$ cat src/rtl/core/kdd_pkg.sv
// ----------------------------------------------------------------------------
// kdd_pkg
// Shared types, phase codes and key decode table for the keypad scanner.
// ----------------------------------------------------------------------------
package kdd_pkg;

  localparam int unsigned CodeW  = 8;
  localparam int unsigned KeyW   = 5;
  localparam int unsigned TicksW = 8;

  localparam logic [1:0] PH_CAPTURE = 2'd0;
  localparam logic [1:0] PH_CONFIRM = 2'd1;
  localparam logic [1:0] PH_WAIT    = 2'd2;

  localparam logic [CodeW-1:0]  POWER_CODE   = 8'h1E;
  localparam logic [TicksW-1:0] TICKS_MAX    = 8'hFF;
  localparam logic [TicksW-1:0] POFF_DEFAULT = 8'd40;

  typedef struct packed {
    logic [1:0]        phase;
    logic [CodeW-1:0]  held_code;
    logic [TicksW-1:0] power_ticks;
    logic [KeyW-1:0]   last_key;
    logic              tick_running;
  } kdd_state_t;

  typedef struct packed {
    logic              tick_enable;
    logic              power_off;
    logic              key_pressed;
    logic [KeyW-1:0]   key_code;
  } kdd_result_t;

  function automatic logic [KeyW-1:0] decode_key(input logic [CodeW-1:0] code,
                                                 input logic [KeyW-1:0]  prev);
    logic [KeyW-1:0] k;
    case (code)
      8'h4D:   k = 5'd1;
      8'h2D:   k = 5'd2;
      8'h1D:   k = 5'd3;
      8'h4B:   k = 5'd4;
      8'h2B:   k = 5'd5;
      8'h1B:   k = 5'd6;
      8'h87:   k = 5'd7;
      8'h47:   k = 5'd8;
      8'h27:   k = 5'd9;
      8'h1E:   k = 5'd11;
      8'h8B:   k = 5'd12;
      8'h4E:   k = 5'd13;
      8'h8E:   k = 5'd14;
      8'h8D:   k = 5'd15;
      8'h17:   k = 5'd16;
      default: k = prev;
    endcase
    return k;
  endfunction

endpackage

$ cat src/rtl/core/kdd_step.sv
// ----------------------------------------------------------------------------
// kdd_step
// Next-state and result logic for one scan event.
// ----------------------------------------------------------------------------
module kdd_step (
  input  kdd_pkg::kdd_state_t          st,
  input  logic                         run_request,
  input  logic [3:0]                   row_lines,
  input  logic [3:0]                   column_lines,
  input  logic                         power_low,
  input  logic [kdd_pkg::TicksW-1:0]   power_off_ticks,
  output kdd_pkg::kdd_state_t          st_next,
  output kdd_pkg::kdd_result_t         res
);
  import kdd_pkg::*;

  logic [CodeW-1:0]  code;
  logic              can_count;
  logic [TicksW-1:0] ticks_inc;
  logic              pressed;
  logic              poff;

  assign code      = power_low ? POWER_CODE : {column_lines, row_lines};
  assign can_count = power_low && (st.power_ticks != TICKS_MAX);
  assign ticks_inc = st.power_ticks + TicksW'(1);

  always_comb begin
    st_next = st;
    pressed = 1'b0;
    poff    = 1'b0;
    if (run_request) begin
      case (st.phase)
        PH_CAPTURE: begin
          st_next.held_code    = code;
          if (power_low) begin
            st_next.power_ticks = '0;
          end
          st_next.phase        = PH_CONFIRM;
          st_next.tick_running = 1'b1;
        end
        PH_CONFIRM: begin
          if (can_count) begin
            st_next.power_ticks = ticks_inc;
          end
          if (code == st.held_code) begin
            st_next.phase = PH_WAIT;
          end else begin
            st_next.phase        = PH_CAPTURE;
            st_next.held_code    = '0;
            st_next.tick_running = 1'b0;
          end
        end
        PH_WAIT: begin
          if (can_count) begin
            st_next.power_ticks = ticks_inc;
            poff = (ticks_inc == power_off_ticks);
          end
          if (code != st.held_code) begin
            st_next.last_key     = decode_key(st.held_code, st.last_key);
            pressed              = 1'b1;
            st_next.phase        = PH_CAPTURE;
            st_next.held_code    = '0;
            st_next.tick_running = 1'b0;
          end
        end
        default: begin
          st_next.phase     = PH_CAPTURE;
          st_next.last_key  = '0;
          st_next.held_code = '0;
        end
      endcase
    end
  end

  assign res.key_code    = st_next.last_key;
  assign res.key_pressed = pressed;
  assign res.power_off   = poff;
  assign res.tick_enable = st_next.tick_running;

endmodule

$ cat src/rtl/core/keypad_debounce_decoder.sv
// ----------------------------------------------------------------------------
// keypad_debounce_decoder
// Matrix keypad scanner with debounce and power-key hold timer.
//
//   channel  dir  handshake                 payload
//   s_axis   in   s_tvalid / s_tready       s_tdata  (scan event)
//   m_axis   out  m_tvalid / m_tready       m_tdata  (result word)
//   cfg      in   cfg_valid / cfg_ready     cfg_data (power_off_ticks)
//
// One word per cycle while s_tready is high; result is registered and appears in the cycle after acceptance.
// Scan state updates at acceptance; result register decouples the sides.
// s_tready drops only while a result waits and m_tready is low.
// cfg_ready is always high. Synchronous reset clears state, threshold = 40.
// ----------------------------------------------------------------------------
module keypad_debounce_decoder (
  input  logic        clk,
  input  logic        rst,
  input  logic        s_tvalid,
  output logic        s_tready,
  input  logic [15:0] s_tdata,   // run_request, row_lines[3:0], column_lines[3:0], power_low
  output logic        m_tvalid,
  input  logic        m_tready,
  output logic [7:0]  m_tdata,   // key_code[4:0], key_pressed, power_off, tick_enable
  input  logic        cfg_valid,
  output logic        cfg_ready,
  input  logic [7:0]  cfg_data
);
  import kdd_pkg::*;

  kdd_state_t        st;
  kdd_state_t        st_next;
  kdd_result_t       res;
  kdd_result_t       res_q;
  logic [TicksW-1:0] power_off_ticks;
  logic              s_fire;

  assign cfg_ready = 1'b1;
  assign s_tready  = !m_tvalid || m_tready;
  assign s_fire    = s_tvalid && s_tready;

  kdd_step u_step (
    .st              (st),
    .run_request     (s_tdata[0]),
    .row_lines       (s_tdata[4:1]),
    .column_lines    (s_tdata[8:5]),
    .power_low       (s_tdata[9]),
    .power_off_ticks (power_off_ticks),
    .st_next         (st_next),
    .res             (res)
  );

  always_ff @(posedge clk) begin
    if (rst) begin
      st              <= '0;
      power_off_ticks <= POFF_DEFAULT;
      m_tvalid        <= 1'b0;
    end else begin
      if (cfg_valid) begin
        power_off_ticks <= cfg_data;
      end
      if (s_fire) begin
        st       <= st_next;
        m_tvalid <= 1'b1;
      end else if (m_tready) begin
        m_tvalid <= 1'b0;
      end
    end
  end

  always_ff @(posedge clk) begin
    if (s_fire) begin
      res_q <= res;
    end
  end

  assign m_tdata = res_q;

endmodule

$ cat config.mk
export PLATFORM = sky130hd
export DESIGN_NAME = keypad_debounce_decoder
export DESIGN_NICKNAME = d
export VERILOG_FILES = /design/src/rtl/core/kdd_pkg.sv /design/src/rtl/core/kdd_step.sv /design/src/rtl/core/keypad_debounce_decoder.sv
export SDC_FILE = /design/constraint.sdc
export NUM_CORES = 1
export LEC_CHECK = 0
export BUFFER_PORTS_ARGS = -buffer_cell sky130_fd_sc_hd__buf_2
export CORE_MARGIN = 2
export CORE_UTILIZATION = 30
export CTS_CLUSTER_DIAMETER = 30
export DETAILED_ROUTE_END_ITERATION = 12
export PLACE_DENSITY_LB_ADDON = 0.15
export REMOVE_ABC_BUFFERS = 1
export SETUP_SLACK_MARGIN = 0.02
export SLEW_MARGIN = 20
export SYNTH_ARGS = -nofsm -noshare
export SYNTH_HDL_FRONTEND = slang
export SYNTH_SLANG_ARGS = --single-unit
$ cat constraint.sdc
create_clock -name clk -period 2.25 [get_ports clk]
set_input_delay 0.225 -clock clk [delete_from_list [all_inputs] [get_ports clk]]
set_output_delay 0.225 -clock clk [all_outputs]
set_load 0.02 [all_outputs]
==> results by group, run 1 <==
Floorplanning
  – FP Rows: 34
  – Initial core utilization: 30.8%
  – Core area: between 0.008 and 0.009 mm²
  – Die ar.: 0.00974 mm²
  – Die W: around 99 µm
  – I/O pin total: 40
  – Die Span Y: between 90 and 100 µm

Worst setup path
  – Startpoint of the worst register-to-register path: st[17]
  – CP endpoint kind: flop
  – Slowest CP cell: or4bb_1
  – Crit path max-delay family: simple AND/OR/NAND/NOR gates
  – Critical Path Max Stage Delay: a little under 500 ps
  – Cell Chain, Critical Path: buf_6, or4bb_1, o22ai_2, o22ai_4, nor2_4, a31oi_4, and3_4, a22o_1
  – CP Class: reg -> reg
  – Startpoint Class: flop
  – Critical Path Fanout Max: 7
  – Worst path bufs/invs: 1
  – CP startpoint: st[17]
  – CP required: 2300 ps
  – Worst Path Arrival: 2250 ps

Synth
  – Post-synth EDFFs: 8
  – Ys flop type: dfxtp_1
  – Post-synthesis xor/xnor area fraction: between 6 and 7%
  – Mean Syn Cell Area: 8.51 µm²
  – Ys Warns: 0
  – Register area share after synthesis: between 30% and 40%
  – Main combinational cell family by area after synthesis: simple AND/OR/NAND/NOR gates
  – Most frequent cell after synthesis: dfxtp_1
  – Asr flop ratio synth: 0%
  – Synth area leader: dfxtp_1
  – Post-synthesis mux area share: 3.77%
  – Simple-Gate Fraction of Synth Area: around a quarter
  – Unique cell type count in the Yosys netlist: 65
  – Post-synth top area share: 24.6%
  – Mapped cell area: ~0.0027 mm²
  – Top cells by area, synth: dfxtp_1, edfxtp_1, nand2_1
  – Adder-cell share of the synthesized area: about 2.3%
  – Top cells by count, synth: dfxtp_1, nand2_1, nor2_1
  – Compound-Gate Fraction of Synth Area: a little over a fifth
  – Seq cells post-synth: 41
  – Syn Inst Count: roughly 320

Clock tree
  – Clock Tree Root: clkbuf_8
  – CTS max path bufs: 2
  – Clk Latency, worst-skew pair: approximately 300 ps
  – CTS HTree Levels: 2
  – CTS tree: yes
  – Post-CTS Hold Fix Bufs: 0
  – Total CTS buffers: 5
  – Clock sinks: about 40
  – Clk slew on worst S/H paths: about 90 ps

Outcome
  – Outcome: finished clean

GRT
  – Pin count of the biggest net entering global routing: 17
  – Total GRT Usage: roughly 15%
  – Gr ovfl total: 0
  – First-pass GRT wire length: 11,900 µm
  – Vias in the first global route: about 2,500
  – Initial antenna violation count: 0

Detailed routing
  – Post-Route WL: 7150 µm
  – Vias: 2,543
  – Drt pass-1 iters: 5
  – Post-route ant nets: 0
  – 1st-iter DRT viols: ~120
  – Drt via density: roughly 5.2
  – Post-detailed-route wirelength per cell: about 15 µm
  – Drc violations: 0

Timing
  – Pins over their slew limit: 0
  – Period utilisation layout: 97.7%
  – F_max: approximately 0.45 GHz
  – Final setup viols: 0
  – Unrepaired setup endpoints after global routing: true
  – Setup WS post-layout: roughly 52 ps
  – Worst relative slew slack: 61.2%
  – Clock skew: 12.6 ps
  – Final Hold Fails: 0
  – Worst-margin pin slew: between 500 and 600 ps
  – Minimum clock period after layout: about 2200 ps
  – Setup TNS: 0 ps

Place
  – # port buffers: 32
  – HPWL Detailed: around 5400 µm
  – GP Congestion: 0.866
  – Placed Area: ~0.0032 mm²
  – Dpl ws: -79.0 ps

Power
  – NetSw: approximately 490 µW
  – Leakage power: about 0.0013 µW
  – Pint: between 1000 and 1500 µW
  – Max VDD drop: about 0.00028 V
  – Pwr dens: around 500 mW/mm²
  – Gate power share: about a fifth
  – Sequential power share: about 46%
  – Clock power share: 35.0%
  – Switching part of the total: 28.1%

Layout
  – Inserted Diodes: 0
  – Final net count: between 400 and 500
  – Final core occ: 39.6%
  – Post-route cell area: between 0.003 and 0.004 mm²
  – Share of layout cells above drive strength 1: between 20% and 30%
  – Layout area overhead: 28.5%

Hold path
  – Hold Startpoint: cfg_data[5]
  – Hold Path Class: in -> reg

Run
  – Max_cap viols: 0
[final timing paths]
kind	endpoint	slack, ps	cells after the start
worst max-delay path	m_tdata[0]	50	8
worst min-delay path	power_off_ticks[5]	140	3
worst max register to register	m_tdata[0]	50	8
worst min register to register	st[7]	500	2
[state kept, by name, summed over array words and instances, names as in the netlist]
| register | cells |
|---|---|
| st | 24 |
| power_off_ticks | 8 |
| m_tvalid | 1 |
| m_tdata | 8 |
[repair_timing]
item / CTS / global route
gates resized for setup: 5 / 21
pin swaps: 0 / 9
setup buffers: 0 / 1
setup endpoints to repair: 19 / 23
hold endpoints to repair: 0 / 0
[kinds of logic (layout without fill, tap and decap cells)]
group           count (synthesis)  count (layout)
flops                          41              41
xor+xnor                       19              19
fa+ha+maj                       5               5
other cells                     1               1
compound gates                 79              79
buf+inv                        32              97
simple gates                  129             129
mux                            10              10
[layout make-up]
cell class                 instances  area [µm²]
multi-input combinational        243        1730
fill                             891        5270
timing repair buffer              76         520
clock inverter                     3        41.3
clock buffer                       5        68.8
sequential                        41         910
inverter                          13        48.8
tap                              108         135
[power groups by stage]
| stage | clock [µW] | sequential, µW | combinational, µW |
|---|---|---|---|
| global route | 654 | 804 | 364 |
| detailed placement | 0 | 816 | 311 |
| floorplan | 0 | 834 | 146 |
| CTS | 622 | 799 | 316 |
| global placement | 0 | 815 | 311 |
| finish | 607 | 799 | 329 |
[stage by stage]
step / cells / power (µW) / hold slack (ps)
3_5_place_dp: 480 / 1130 / 450
3_3_place_gp: 480 / 1130 / 440
4_1_cts: 488 / 1740 / 133
2_1_floorplan: 297 / 980 / 294
5_1_grt: 489 / 1820 / 143
6_report: 489 / 1740 / 138
[cell usage in the layout (no fill, tap or decap), types with 5 or more instances in the layout]
cell | Yosys | routed
o21ai_0 | 11 | 10
nand3_1 | 8 | 7
a32o_1 | 5 | 5
buf_2 | 6 | 33
mux2i_1 | 9 | 9
nand2b_1 | 7 | 7
buf_4 | 2 | 39
nor3_1 | 9 | 8
nor2_1 | 29 | 29
inv_1 | 13 | 13
a22o_1 | 9 | 9
and2_1 | 5 | 5
or3_1 | 5 | 5
nand2_1 | 29 | 29
a21oi_1 | 15 | 15
ha_1 | 5 | 5
clkbuf_8 | 0 | 5
dfxtp_1 | 33 | 28
edfxtp_1 | 8 | 8
xor2_1 | 10 | 9
xnor2_1 | 9 | 9
nor2b_1 | 7 | 7
[layer usage]
metal  global-route usage (%)  vias up  part of all wire (%)  wire length (µm)
met5                        0        -                     0                 0
met2                     23.2       59                    44              3150
met1                     21.0     1201                    50              3600
met4                     4.95        0                   1.5               104
li1                         -     1276                     -                 -
met3                     2.34        7                   4.2               299
[tightest hold or removal path: stages]
cell,delay [ps]
buf_2,70
mux2i_1,50
nand2_1,60
(Power assumes the default switching activity.)
==> inputs of run 2 (changes only) <==
==> constraint.sdc (replaced) <==
create_clock -name clk -period 2.25 [get_ports clk]
set_input_delay 0.1125 -clock clk [delete_from_list [all_inputs] [get_ports clk]]
set_output_delay 0.1125 -clock clk [all_outputs]
set_load 0.02 [all_outputs]
==> results by group, run 2 (synthesized netlist as in run 1, its figures left out) <==
Timing
  – Unrepaired setup endpoints after global routing: true
  – F_max: 0.453 GHz
  – Final setup viols: 0
  – Final Hold Fails: 0
  – Worst-margin pin slew: ~580 ps
  – Worst relative slew slack: a little over 60%
  – Pins over their slew limit: 0
  – Minimum clock period after layout: 2210 ps
  – Clock skew: about 17 ps
  – Period utilisation layout: a little over nine tenths

Detailed routing
  – Routed wl met3: 303 µm
  – Post-detailed-route wirelength per cell: between 10 and 15 µm
  – Met2 wire length: ~3200 µm
  – Met1 wire length: around 3500 µm
  – Vias: 2,560
  – Drt pass-1 iters: 4
  – Post-route ant nets: 0
  – Drc violations: 0
  – Max layer used: met4
  – Drt via density: roughly 5.3
  – Post-Route WL: between 7000 and 8000 µm
  – 1st-iter DRT viols: slightly below 90

Place
  – # port buffers: 32
  – HPWL Detailed: between 5000 and 6000 µm
  – GP Congestion: 0.858
  – Placed Cells: approximately 470

Worst setup path
  – CP required: approximately 2300 ps
  – Slowest CP cell: or4bb_1
  – Critical Path Fanout Max: 7
  – Cell Chain, Critical Path: buf_8, or4bb_1, o22ai_2, o22ai_4, nor2_4, a31oi_4, and3_4, a22o_1
  – CP Class: reg -> reg
  – Startpoint Class: flop
  – Critical Path Max Stage Delay: 520 ps
  – Worst path bufs/invs: 1
  – Worst Path Arrival: ~2300 ps
  – CP endpoint kind: flop
  – Crit path max-delay family: simple AND/OR/NAND/NOR gates

Clock tree
  – CTS HTree Levels: 2
  – Clk Latency, worst-skew pair: about 300 ps
  – Clk slew on worst S/H paths: approximately 80 ps
  – Clock Tree Root: clkbuf_8
  – Post-CTS Hold Fix Bufs: 0
  – CTS tree: yes
  – Clock sinks: slightly above 40
  – Total CTS buffers: 5
  – CTS max path bufs: 2

GRT
  – Gr ovfl total: 0
  – Vias in the first global route: 2,354
  – First-pass GRT wire length: 11,900 µm
  – Total GRT Usage: 14.9%
  – Initial antenna violation count: 0
  – Pin count of the biggest net entering global routing: 17

Run
  – Max_cap viols: 0

Floorplanning
  – Die Span Y: about 99 µm
  – I/O pin total: 40
  – Initial core utilization: about 31%
  – Die W: 98.7 µm
  – Core area: ~0.0087 mm²
  – Die ar.: between 0.009 and 0.01 mm²
  – FP Rows: 34

Layout
  – Inserted Diodes: 0
  – Final net count: ~410
  – Fill count: 875
  – Largest Register: st
  – Share of layout cells above drive strength 1: 29.1%
  – Max reg flops: 24
  – Layout area overhead: 27.9%
  – Non-Filler Instances: 483
  – Most frequent cells in the layout: buf_2, buf_4, nand2_1, dfxtp_1, nor2_1

Outcome
  – Outcome: finished clean

Power
  – Max VDD drop: around 0.00020 V
  – Leakage power: 0.00133 µW
  – Tot Pwr: between 1500 and 2000 µW
  – Pwr dens: roughly 490 mW/mm²

Hold path
  – Hold Path Class: in -> reg
## run 2: cell type report
| cell class | instances | area, µm² | share of cell area, % |
|---|---|---|---|
| clock inverter | 1 | 5.00 | 0.146 |
| multi-input combinational | 243 | 1740 | 50.6 |
| sequential | 41 | 906 | 26.3 |
| timing repair buffer | 70 | 507 | 14.7 |
| tap | 108 | 135 | 3.93 |
| clock buffer | 7 | 97.6 | 2.84 |
| inverter | 13 | 48.8 | 1.42 |
## run 2: path summary, 6_finish.rpt
kind               startpoint                  to  slack (ps)  depth (start not counted)
setup / recovery       st[17]          m_tdata[0]          40                          8
hold / removal    cfg_data[5]  power_off_ticks[5]          20                          3
setup reg to reg       st[17]          m_tdata[0]          40                          8
hold reg to reg         st[7]               st[7]         490                          2
## run 2: stage by stage
step / utilization [%] / hold slack (ps) / setup TNS (ps) / worst slack, ps / cell area, µm²
after floorplan: - / 182 / -253 / -97.1 / 2580
after global placement: 36.4 / 327 / -103 / -39.1 / 3180
after detailed placement: 36.4 / 338 / -177 / -51.8 / 3180
after CTS: 37.8 / 21.0 / 0 / 15.4 / 3300
after global routing: 39.4 / 30.9 / -276 / -63.1 / 3440
final: 39.4 / 24.3 / 0 / 43.8 / 3440
## run 2: timing repair
item	in CTS	in global routing
pin swaps	0	5
setup endpoints to repair	6	23
resized for setup	4	24
buffers inserted	0	3
## run 2: where the power goes
group          total, µW  leakage [µW]  internal (µW)  switching (µW)
combinational        337      0.000922            147             189
clock                557     0.0000534            285             272
sequential           798      0.000351            778            20.9
total               1690       0.00133           1210             482
## run 2: worst register-to-register path: cells and delay by family, from the launching register on
| kind | cells | cell delay [ps] |
|---|---|---|
| AOI/OAI and AO/OA | 4 | 580 |
| buffers and inverters | 1 | 130 |
| DFF | 1 | 340 |
| and+or+nand+nor | 3 | 900 |
## run 2: metal layers
| layer | track usage [%] | up-vias |
|---|---|---|
| met5 | 0 | - |
| met4 | 3.79 | 0 |
| met3 | 2.62 | 7 |
| met2 | 23.0 | 63 |
| met1 | 21.6 | 1225 |
| li1 | - | 1265 |
==> inputs of run 3 (changes only) <==
Settings changed: ABC_AREA from default to 1.
==> results by group, run 3 <==
GRT
  – Pin count of the biggest net entering global routing: 18
  – Initial antenna violation count: 0
  – Gr ovfl total: 0
  – First-pass GRT wire length: roughly 9000 µm
  – Vias in the first global route: between 2,000 and 2,500
  – Total GRT Usage: 13.2%

Hold path
  – Hold Path Class: in -> reg

Place
  – GP Congestion: roughly 0.8
  – Dpl ws: approximately 250 ps
  – HPWL Detailed: approximately 4100 µm
  – # port buffers: 32
  – Placed Area: 0.00271 mm²

Timing
  – Setup WS post-layout: ~260 ps
  – Final Hold Fails: 0
  – Minimum clock period after layout: between 1500 and 2000 ps
  – Clock skew: approximately 6.2 ps
  – Final setup viols: 0
  – Pins over their slew limit: 0
  – Setup TNS: 0 ps
  – Unrepaired setup endpoints after global routing: false
  – F_max: about 0.50 GHz
  – Period utilisation layout: between 80% and 90%

Synth
  – Top cells by area, synth: dfxtp_1, nand2_1, edfxtp_1
  – Post-synthesis mux area share: 0%
  – Seq cells post-synth: 41
  – Compound-Gate Fraction of Synth Area: between 10% and 20%
  – Main combinational cell family by area after synthesis: simple AND/OR/NAND/NOR gates
  – Simple-Gate Fraction of Synth Area: ~29%
  – Adder-cell share of the synthesized area: under 10%
  – Unique cell type count in the Yosys netlist: 33
  – Syn Inst Count: 340
  – Mean Syn Cell Area: a little over 7 µm²
  – Post-synth top area share: between 20% and 30%
  – Mapped cell area: approximately 0.0024 mm²
  – Most frequent cell after synthesis: nand2_1
  – Synth area leader: dfxtp_1
  – Top cells by count, synth: nand2_1, inv_1, dfxtp_1
  – Post-synthesis xor/xnor area fraction: approximately 6.5%
  – Register area share after synthesis: 37.0%
  – Ys flop type: dfxtp_1
  – Ys Warns: 0
  – Post-synth EDFFs: 8
  – Asr flop ratio synth: 0%

Layout
  – Max reg flops: 24
  – Most frequent cells in the layout: nand2_1, inv_1, dfxtp_1, buf_2, nor2_1
  – Fill count: roughly 860
  – Final net count: 409
  – Layout area overhead: 16.0%
  – Inserted Diodes: 0
  – Seq. cell area: 901 µm²
  – Share of layout cells above drive strength 1: ~18%
  – Commonest non-fill, non-tap cell in the layout: nand2_1
  – Post-route cell area: about 0.0028 mm²
  – Largest Register: st
  – Area of the multi-input gates: roughly 0.0013 mm²

Worst setup path
  – Critical Path Max Stage Delay: 440 ps
  – CP most frequent cell: nand2_1
  – CP required: approximately 2400 ps
  – Worst Path Arrival: ~2100 ps
  – Cell Chain, Critical Path: ha_1, nand3_1, nor2_1, inv_1, o21ai_0, nand2_1, xor2_1, nand2_1, nor4_2
  – CP Class: reg -> reg
  – Critical Path Fanout Max: 6
  – CP endpoint kind: flop
  – Startpoint Class: flop
  – Slowest CP cell: dfxtp_1

Detailed routing
  – 1st-iter DRT viols: 56
  – Post-route ant nets: 0
  – Post-detailed-route wirelength per cell: 11.4 µm
  – Post-Route WL: around 5500 µm
  – Drc violations: 0
  – Vias: between 2,000 and 2,500
  – Drt pass-1 iters: 4
  – Drt via density: around 4.5

Clock tree
  – CTS max path bufs: 2
  – CTS tree: yes
  – Clock Tree Root: clkbuf_8
  – Clk Latency, worst-skew pair: around 300 ps
  – Clk slew on worst S/H paths: ~80 ps
  – Post-CTS Setup Inserts: 0
  – CTS HTree Levels: 2
  – Total CTS buffers: 5
  – Clock sinks: approximately 40

Outcome
  – Outcome: finished clean

Floorplanning
  – Die W: about 94 µm
  – Initial core utilization: 31.2%
  – Die Span Y: roughly 94 µm
  – FP Rows: 32
  – I/O pin total: 40
  – Core area: about 0.0078 mm²
  – Die ar.: 0.00886 mm²

Power
  – Leakage power: between 0.001 and 0.0015 µW
  – Max VDD drop: 0.000226 V
  – Pwr dens: roughly 600 mW/mm²

Run
  – Max_cap viols: 0
==> run 3: cell count changes after synthesis, sizes merged, moves of 7 or more <==
| cell | before | now |
|---|---|---|
| nor2b | 7 | 0 |
| nand2b | 7 | 0 |
| mux2i | 9 | 0 |
| nand3 | 8 | 25 |
| a22o | 9 | 0 |
| nand2 | 29 | 88 |
| xnor2 | 9 | 2 |
| nor3 | 9 | 0 |
| inv | 13 | 48 |
| o21ai | 11 | 28 |
| buf | 13 | 2 |
==> run 3: layout make-up <==
type / count / share of cell area [%]
Clock buffer: 8 / 3.94
Sequential cell: 41 / 31.9
Multi-Input combinational cell: 245 / 47.0
Timing Repair Buffer: 34 / 6.20
Inverter: 48 / 6.46
Tap cell: 102 / 4.52
==> run 3: critical path, delay by kind of cell, from the launching register on <==
family	cells	cell delay, ps
simple gates	5	750
xor+xnor	1	140
fa+ha+maj	1	210
flops	1	440
buf+inv	1	60
compound gates	1	210
==> run 3: per-layer routing <==
metal  wire length [µm]  track usage [%]  part of all wire [%]
met1               2650             16.5                    49
met2               2550             22.2                    47
met3                188             3.37                   3.4
met4                 72             4.11                   1.3
met5                  0                0                     0
==> run 3: metrics by stage <==
step	cells	utilization (%)	total power, µW	hold WS, ps
after floorplan	334	-	1050	182
after global placement	470	34.6	1140	327
after detailed placement	470	34.6	1140	329
after CTS	478	36.1	1740	6.65
after global routing	478	36.2	1810	12.3
final	478	36.2	1710	21.5
==> run 3: path summary, 6_finish.rpt <==
path | start | to | slack (ps) | cells past startpoint
hold reg to reg | power_off_ticks[1] | power_off_ticks[1] | 480 | 2
setup / recovery | st[6] | m_tdata[6] | 260 | 9
setup reg to reg | st[6] | m_tdata[6] | 260 | 9
hold / removal | cfg_data[5] | power_off_ticks[5] | 20 | 3
==> run 3: repair_timing <==
action,in CTS,in global routing
endpoints found under the setup margin,0,1
resized for setup,0,2
hold buffers,0,0
==> run 3: cells by family after synthesis <==
logic type / Yosys count
AND/OR/NAND/NOR: 155
AO/OA/AOI/OAI: 66
buffers and inverters: 54
flip-flops: 41
XOR/XNOR: 18
adder cells (fa/ha/maj): 5
other: 1
==> run 3: report_power, final <==
| group | leakage, µW | total, µW | internal (µW) | switching (µW) |
|---|---|---|---|---|
| logic | 0.000924 | 299 | 108 | 192 |
| clock network | 0.0000566 | 580 | 317 | 263 |
| registers | 0.000352 | 826 | 799 | 26.9 |
